## src/hw/rtl/lcdnw_pkg.sv

```systemverilog
// lcdnw_pkg: types, status codes and frame byte helper for the LCD nibble writer.
// Used by lcdnw_core and i2c_lcd_nibble_writer_unit. No dependencies.
`timescale 1ns / 1ps

package lcdnw_pkg;

    localparam int CNT_W = 3;
    localparam logic [CNT_W-1:0] FRAME_LEN = 3'd4;

    localparam logic [6:0] RESET_SLAVE_ADDRESS = 7'd39;
    localparam logic RESET_IGNORE_NACK = 1'b1;

    // Register indexes on the config port
    localparam logic REG_SLAVE_ADDRESS = 1'b0;
    localparam logic REG_IGNORE_NACK = 1'b1;

    // Transaction kinds
    localparam logic FUNC_WRITE = 1'b0;
    localparam logic FUNC_STATUS = 1'b1;

    // I2C controller status codes
    localparam logic [7:0] ST_START_SENT = 8'h08;
    localparam logic [7:0] ST_ADDR_ACK = 8'h18;
    localparam logic [7:0] ST_ADDR_NACK = 8'h20;
    localparam logic [7:0] ST_DATA_ACK = 8'h28;
    localparam logic [7:0] ST_DATA_NACK = 8'h30;
    localparam logic [7:0] ST_ARB_LOST = 8'h38;

    // Backpack control bits in the low nibble
    localparam logic [3:0] LCD_BACKLIGHT = 4'h8;
    localparam logic [3:0] LCD_ENABLE = 4'h4;
    localparam logic [3:0] LCD_RS = 4'h1;

    typedef struct packed {
        logic [7:0] status_code;
        logic       register_select;
        logic [7:0] char_byte;
        logic       func;
    } item_t;

    typedef struct packed {
        logic [6:0] slave_address;
        logic       ignore_nack;
    } cfg_t;

    typedef struct packed {
        logic             address_nack;
        logic [CNT_W-1:0] sent_count;
        logic             done_res;
        logic             set_stop;
        logic             clear_stop;
        logic             clear_interrupt;
        logic             clear_start;
        logic [7:0]       data_byte;
        logic             load_data;
        logic             set_start;
        logic             accepted;
    } result_t;

    // Frame byte idx: 0 high nibble E=1, 1 high nibble E=0, 2 low nibble E=1, 3 low nibble E=0
    function automatic logic [7:0] frame_byte(input logic [7:0] ch, input logic rs,
                                              input logic [1:0] idx);
        logic [3:0] nib;
        logic [3:0] ctl;
        nib = idx[1] ? ch[3:0] : ch[7:4];
        ctl = LCD_BACKLIGHT | (idx[0] ? 4'h0 : LCD_ENABLE) | (rs ? LCD_RS : 4'h0);
        return {nib, ctl};
    endfunction

endpackage

```

## src/hw/rtl/lcdnw_core.sv

```systemverilog
// lcdnw_core: sequencer state (busy, byte count, latched character) and the
// per-transaction decision logic. Depends on lcdnw_pkg.
`timescale 1ns / 1ps

module lcdnw_core (
    input  logic              aclk,
    input  logic              aresetn,
    input  logic              advance,
    input  lcdnw_pkg::item_t   item,
    input  lcdnw_pkg::cfg_t    cfg,
    output lcdnw_pkg::result_t result
);
    import lcdnw_pkg::*;

    logic             busy_reg, busy_next;
    logic [CNT_W-1:0] count_reg, count_next;
    logic [7:0]       char_reg, char_next;
    logic             rs_reg, rs_next;

    logic [7:0]       status_eff;
    logic [CNT_W-1:0] count_inc;

    always_ff @(posedge aclk) begin
        if (!aresetn) begin
            busy_reg  <= 1'b0;
            count_reg <= '0;
        end else if (advance) begin
            busy_reg  <= busy_next;
            count_reg <= count_next;
        end
        if (advance) begin
            char_reg <= char_next;
            rs_reg   <= rs_next;
        end
    end

    always_comb begin
        busy_next  = busy_reg;
        count_next = count_reg;
        char_next  = char_reg;
        rs_next    = rs_reg;
        result     = '0;
        status_eff = (item.status_code == ST_DATA_NACK && cfg.ignore_nack) ?
                     ST_DATA_ACK : item.status_code;
        count_inc  = (count_reg < FRAME_LEN) ? count_reg + 3'd1 : count_reg;

        if (item.func == FUNC_WRITE) begin
            if (!busy_reg) begin
                char_next        = item.char_byte;
                rs_next          = item.register_select;
                busy_next        = 1'b1;
                count_next       = '0;
                result.accepted  = 1'b1;
                result.set_start = 1'b1;
            end
        end else begin
            unique case (status_eff)
                ST_START_SENT: begin
                    result.load_data       = 1'b1;
                    result.data_byte       = {cfg.slave_address, 1'b0};
                    result.clear_start     = 1'b1;
                    result.clear_interrupt = 1'b1;
                end
                ST_ADDR_ACK: begin
                    result.clear_start     = 1'b1;
                    result.clear_interrupt = 1'b1;
                    if (count_reg < FRAME_LEN) begin
                        result.load_data  = 1'b1;
                        result.data_byte  = frame_byte(char_reg, rs_reg, 2'd0);
                        result.clear_stop = 1'b1;
                    end else begin
                        result.set_stop = 1'b1;
                        result.done_res = 1'b1;
                        busy_next       = 1'b0;
                    end
                end
                ST_ADDR_NACK: begin
                    result.clear_start     = 1'b1;
                    result.clear_interrupt = 1'b1;
                    result.set_stop        = 1'b1;
                    result.done_res        = 1'b1;
                    result.address_nack    = 1'b1;
                    busy_next              = 1'b0;
                    count_next             = '0;
                end
                ST_DATA_ACK: begin
                    count_next             = count_inc;
                    result.clear_start     = 1'b1;
                    result.clear_interrupt = 1'b1;
                    if (count_inc < FRAME_LEN) begin
                        result.load_data  = 1'b1;
                        result.data_byte  = frame_byte(char_reg, rs_reg, count_inc[1:0]);
                        result.clear_stop = 1'b1;
                    end else begin
                        result.set_stop = 1'b1;
                        result.done_res = 1'b1;
                        busy_next       = 1'b0;
                    end
                end
                ST_DATA_NACK: begin
                    result.clear_start     = 1'b1;
                    result.clear_interrupt = 1'b1;
                    result.set_stop        = 1'b1;
                    result.done_res        = 1'b1;
                    busy_next              = 1'b0;
                end
                ST_ARB_LOST: begin
                    result.clear_start     = 1'b1;
                    result.clear_interrupt = 1'b1;
                    result.clear_stop      = 1'b1;
                    result.done_res        = 1'b1;
                    busy_next              = 1'b0;
                end
                default: begin
                end
            endcase
        end
        result.sent_count = count_next;
    end

endmodule

```

## src/hw/rtl/i2c_lcd_nibble_writer_unit.sv

```systemverilog
// i2c_lcd_nibble_writer_unit: top level with APB config registers, input
// stage and output register around lcdnw_core. Depends on lcdnw_pkg, lcdnw_core.
//
//  channel  | direction | tdata / tuser
//  s_       | in        | tdata: char_byte, register_select, status_code; tuser: func
//  m_       | out       | tdata: accepted .. address_nack (20 bits, zero padded)
//  APB      | in        | 0x0 slave_address, 0x4 ignore_nack
//
// One transaction per cycle sustained while m_ is not stalled; each passes the input stage, then the result register.
// The decision for a transaction is made as it leaves the input stage, against the
// sequencer state left by the transaction before it.
// Reset (aresetn low, synchronous) empties both stages and idles the sequencer.
// A stall on m_ holds the result; s_tready drops while both stages are full and m_tready is low.
`timescale 1ns / 1ps

module i2c_lcd_nibble_writer_unit (
    input  logic        aclk,
    input  logic        aresetn,
    input  logic        s_tvalid,
    output logic        s_tready,
    // [7:0] char_byte, [8] register_select, [16:9] status_code, [23:17] zero
    input  logic [23:0] s_tdata,
    // [0] func
    input  logic        s_tuser,
    output logic        m_tvalid,
    input  logic        m_tready,
    // [0] accepted, [1] set_start, [2] load_data, [10:3] data_byte, [11] clear_start,
    // [12] clear_interrupt, [13] clear_stop, [14] set_stop, [15] done_res,
    // [18:16] sent_count, [19] address_nack, [23:20] zero
    output logic [23:0] m_tdata,
    input  logic        psel,
    input  logic        penable,
    input  logic        pwrite,
    input  logic [2:0]  paddr,
    input  logic [31:0] pwdata,
    output logic [31:0] prdata,
    output logic        pready
);
    import lcdnw_pkg::*;

    cfg_t    cfg_reg;
    item_t   item_reg;
    logic    in_valid_reg;
    result_t out_reg;
    logic    out_valid_reg;
    result_t result;
    logic    advance;
    logic    cfg_wr;

    assign pready  = 1'b1;
    assign cfg_wr  = psel && penable && pwrite && (paddr[1:0] == 2'b00);
    assign advance = in_valid_reg && (!out_valid_reg || m_tready);
    assign s_tready = !in_valid_reg || advance;

    always_ff @(posedge aclk) begin
        if (!aresetn) begin
            cfg_reg.slave_address <= RESET_SLAVE_ADDRESS;
            cfg_reg.ignore_nack   <= RESET_IGNORE_NACK;
        end else if (cfg_wr) begin
            unique case (paddr[2])
                REG_SLAVE_ADDRESS: cfg_reg.slave_address <= pwdata[6:0];
                REG_IGNORE_NACK:   cfg_reg.ignore_nack   <= pwdata[0];
                default: begin
                end
            endcase
        end
    end

    always_comb begin
        prdata = '0;
        unique case (paddr[2])
            REG_SLAVE_ADDRESS: prdata = {25'd0, cfg_reg.slave_address};
            REG_IGNORE_NACK:   prdata = {31'd0, cfg_reg.ignore_nack};
            default:           prdata = '0;
        endcase
    end

    always_ff @(posedge aclk) begin
        if (!aresetn) begin
            in_valid_reg  <= 1'b0;
            out_valid_reg <= 1'b0;
        end else begin
            if (s_tready) begin
                in_valid_reg <= s_tvalid;
            end
            if (advance) begin
                out_valid_reg <= 1'b1;
            end else if (m_tready) begin
                out_valid_reg <= 1'b0;
            end
        end
        if (s_tvalid && s_tready) begin
            item_reg.func            <= s_tuser;
            item_reg.char_byte       <= s_tdata[7:0];
            item_reg.register_select <= s_tdata[8];
            item_reg.status_code     <= s_tdata[16:9];
        end
        if (advance) begin
            out_reg <= result;
        end
    end

    lcdnw_core u_core (
        .aclk    (aclk),
        .aresetn (aresetn),
        .advance (advance),
        .item    (item_reg),
        .cfg     (cfg_reg),
        .result  (result)
    );

    assign m_tvalid = out_valid_reg;
    assign m_tdata  = {4'd0, out_reg};

endmodule

```

## config.mk

```make
export PLATFORM = sky130hd
export DESIGN_NAME = i2c_lcd_nibble_writer_unit
export DESIGN_NICKNAME = d
export VERILOG_FILES = /design/src/hw/rtl/lcdnw_pkg.sv /design/src/hw/rtl/lcdnw_core.sv /design/src/hw/rtl/i2c_lcd_nibble_writer_unit.sv
export SDC_FILE = /design/constraint.sdc
export NUM_CORES = 1
export LEC_CHECK = 0
export BUFFER_PORTS_ARGS = -buffer_cell sky130_fd_sc_hd__buf_2
export CAP_MARGIN = 10
export CELL_PAD_IN_SITES_DETAIL_PLACEMENT = 1
export CELL_PAD_IN_SITES_GLOBAL_PLACEMENT = 2
export CORE_MARGIN = 1.5
export CORE_UTILIZATION = 29
export DETAILED_ROUTE_END_ITERATION = 8
export HOLD_SLACK_MARGIN = 0.06
export PLACE_DENSITY = 0.85
export SYNTH_ARGS = -nofsm -noshare
export SYNTH_HDL_FRONTEND = slang
export SYNTH_HIERARCHICAL = 1
export SYNTH_SLANG_ARGS = --single-unit
```

## constraint.sdc

```tcl
create_clock -name aclk -period 3.04 [get_ports aclk]
set_input_delay 0.912 -clock aclk [delete_from_list [all_inputs] [get_ports aclk]]
set_output_delay 0.912 -clock aclk [all_outputs]
set_load 0.01 [all_outputs]
```

==> out/qor.csv <==
metric,value,unit
final worst path period share,81.23,%
Placement Rows,36,
WP buf/inv,2,
GPL Wtd Cong,0.7827,
DR vias,2008,
total global routing overflow,0,
Total Wirelength,6.452,mm
PwrDens,538.2,nW/µm²
"Req. time, crit path",2.13,ns
vias in the first global route,1991,
post-CTS setup buffer count,0,
Internal Power,1.447,mW
run status,"finished, final reports clean",
H-tree levels,3,
Post-DRT Antenna Nets,0,
Sw Share,23.93,%
# nets final,379,
Synth Area in Compound Gates,9.628,%
Final Cell Area,3535,µm²
slowest cell on the critical path,mux2_2,
Comb power frac,7.1,%
first-pass GRT wire length,10.23,mm
Seq. cell area,1692,µm²
FILL cells,1157,
Sum Neg Setup Slack,0,ns
Simple-Gate Fraction of Synth Area,17.61,%
clock power share,42.8,%
dpl hpwl,4.755,mm
max reg flops,20,
First DRT Iteration DRCs,54,
Post-Place Cells,433,
die area,10830,µm²
sequential share of power,50.1,%
Slew headroom,60.35,%
stages on the worst setup path,3,
DR WL/cell,14.37,µm
area used by multi-input combinational logic,1090,µm²
maximum clock rate,405.0,MHz
YS warnings,6,
Crit Path Category,input port to primary output,
Worst-path clk slew,0.07,ns
Critical Path Sink Type,primary output,
diodes inserted,0,
post-CTS sizing,0,
slowest cell delay on critical path,0.35,ns
final clock skew,0.01109,ns
Worst Tran Pin Value,0.5920,ns
"EDFF count, synth",47,
FF-to-FF path depth,4,
"Critical Path, Cell by Cell",buf_2 > mux2_2 > buf_2,
I/O Buffers,63,
"Cell Area, Synth",2963,µm²
initial antenna violation count,0,
CTS tree,done,
fraction of registers with async set/reset,0,%
Vias/cell,4.472,
ys flop type,edfxtp_1,
Post-Synth XOR/XNOR Area,0,%
Tightest Hold Check Type,flop to flop,
"Data arrival, critical path",1.56,ns
Max-Cap Viols,0,
core area,9819,µm²
Final Non-Filler Cells,449,
# hold bufs at CTS,0,
Hold Crit Depth,0,
Max clock buf depth,2,
synthesized instance count,243,
setup repair after global routing missed its margin,false,
leak pwr,1.403,nW
mux cell area share after synthesis,5.236,%
net load switching power,455.2,µW
share of the yosys chip area belonging to registers,57.09,%
CTS Buf Count,9,
Syn Area/Cell,12.19,µm²
largest family of logic cells by synthesized area,simple AND/OR/NAND/NOR gates,
CP max FO,9,
Area Growth Syn to Fin,19.30,%
"flops & latches, synth",61,
most frequent CP cell,buf_2,
Max VDD drop,219.5,µV
clk root buf,clkbuf_8,
Total GRT Usage,12.41,%
Final Max Tran Viols,0,
endpoints failing setup,0,
Die Wd,104.1,µm
die height,104.1,µm
clock sinks,61,
largest net degree at the start of global routing,21,
IO Count,126,
fin crit period,2.469,ns
Initial Util,30.17,%
Crit path max-delay family,multiplexers,
"Distinct cells, synth",48,
layout cells sized above 1,32.28,%
DRT Pass-1 Iters,4,
"Clk Latency, worst-skew pair",0.35,ns
placed inst area,3312,µm²
count of final hold-check violations,0,
adder-cell share of the synthesized area,0.4223,%
startpoint class of the critical path,input port,
DRC errors left,0,
## synth_stat cells, types with 3 or more instances
| cell type | count | share of area [%] |
|---|---|---|
| o21ai_0 | 5 | 0.84 |
| nor2b_1 | 14 | 3.0 |
| and2_1 | 3 | 0.63 |
| or3_1 | 3 | 0.63 |
| and2b_2 | 6 | 1.8 |
| clkbuf_1 | 4 | 0.51 |
| o32a_1 | 3 | 1.0 |
| a22oi_1 | 3 | 0.76 |
| mux2i_1 | 13 | 4.4 |
| or4_1 | 3 | 0.76 |
| dfxtp_1 | 14 | 9.5 |
| a31oi_1 | 3 | 0.63 |
| a21oi_1 | 9 | 1.5 |
| nor2_1 | 10 | 1.3 |
| edfxtp_1 | 47 | 48 |
| inv_1 | 7 | 0.89 |
| o211ai_1 | 3 | 0.76 |
| o211a_1 | 3 | 1.0 |
| nand2_1 | 17 | 2.2 |
| buf_4 | 33 | 8.4 |
| nor3_1 | 4 | 0.68 |
## placed cells by master (no fill, tap or decap), drive strengths merged, types with 2 or more instances in the layout
master  synthesis  routed
clkinv          0       3
and2            3       3
nand3           3       3
nor2           10      10
clkbuf          4       9
o211ai          3       3
a21oi           9       9
o21ai           5       5
or4             3       3
dfxtp          14      14
nor3            5       5
a31oi           3       3
nand4           2       2
and2b           6       6
a22oi           3       3
conb            2      30
bufinv          0       2
o21ba           2       2
inv             7       8
nand2b          2       2
buf            33      66
o211a           3       3
edfxtp         47      47
a21boi          2       2
and3            2       2
o32a            3       3
or2             2       2
o31ai           2       2
nor2b          14      14
or3             3       3
nand2          18      18
mux2i          14      14
## cells by family after synthesis
logic type,after synthesis
buffers and inverters,44
adders and majority gates,1
muxes,15
and+or+nand+nor,80
DFF,61
AOI/OAI and AO/OA,40
other,2
## area by class of cell
type / count / area share [%]
multi-input combinational: 166 / 30.83
clock buffer: 9 / 3.504
timing repair buffer: 66 / 9.558
clock inverter: 7 / 2.796
tap: 133 / 4.708
inverter: 7 / 0.7434
sequential: 61 / 47.86
## path summary, 6_finish.rpt
check                             startpoint            endpoint  slack [ns]
worst min-delay path             item_reg[5]  u_core/char_reg[4]        0.43
worst min register to register   item_reg[5]  u_core/char_reg[4]        0.43
worst max-delay path                paddr[2]           prdata[0]        0.57
worst max register to register  item_reg[10]          m_tdata[6]        1.03
## metrics by stage
step	util (%)	hold WS, ns	power, mW	setup WS, ns
after floorplan	-	0.4003	1.075	0.1617
after global placement	33.73	0.4064	1.104	0.5780
after detailed placement	33.73	0.4098	1.109	0.5210
after CTS	36.00	0.4296	1.928	0.5647
after global routing	36.00	0.4397	1.979	0.4884
final	36.00	0.4255	1.902	0.5707
## power by group through the flow
stage          sequential [mW]  clock (mW)  combinational, mW
3_5_place_dp             0.973           0              0.136
5_1_grt                  0.957       0.873              0.149
4_1_cts                  0.954       0.837              0.136
2_1_floorplan            0.967           0              0.108
3_3_place_gp             0.971           0              0.133
6_report                 0.954       0.814              0.135
## metal layers
metal	GRT usage, %	wire length [µm]
met1	14.90	2830
met2	20.29	3210
met3	3.571	287
met4	6.250	124
met5	0	0
Power figures use the tool's default switching activity.
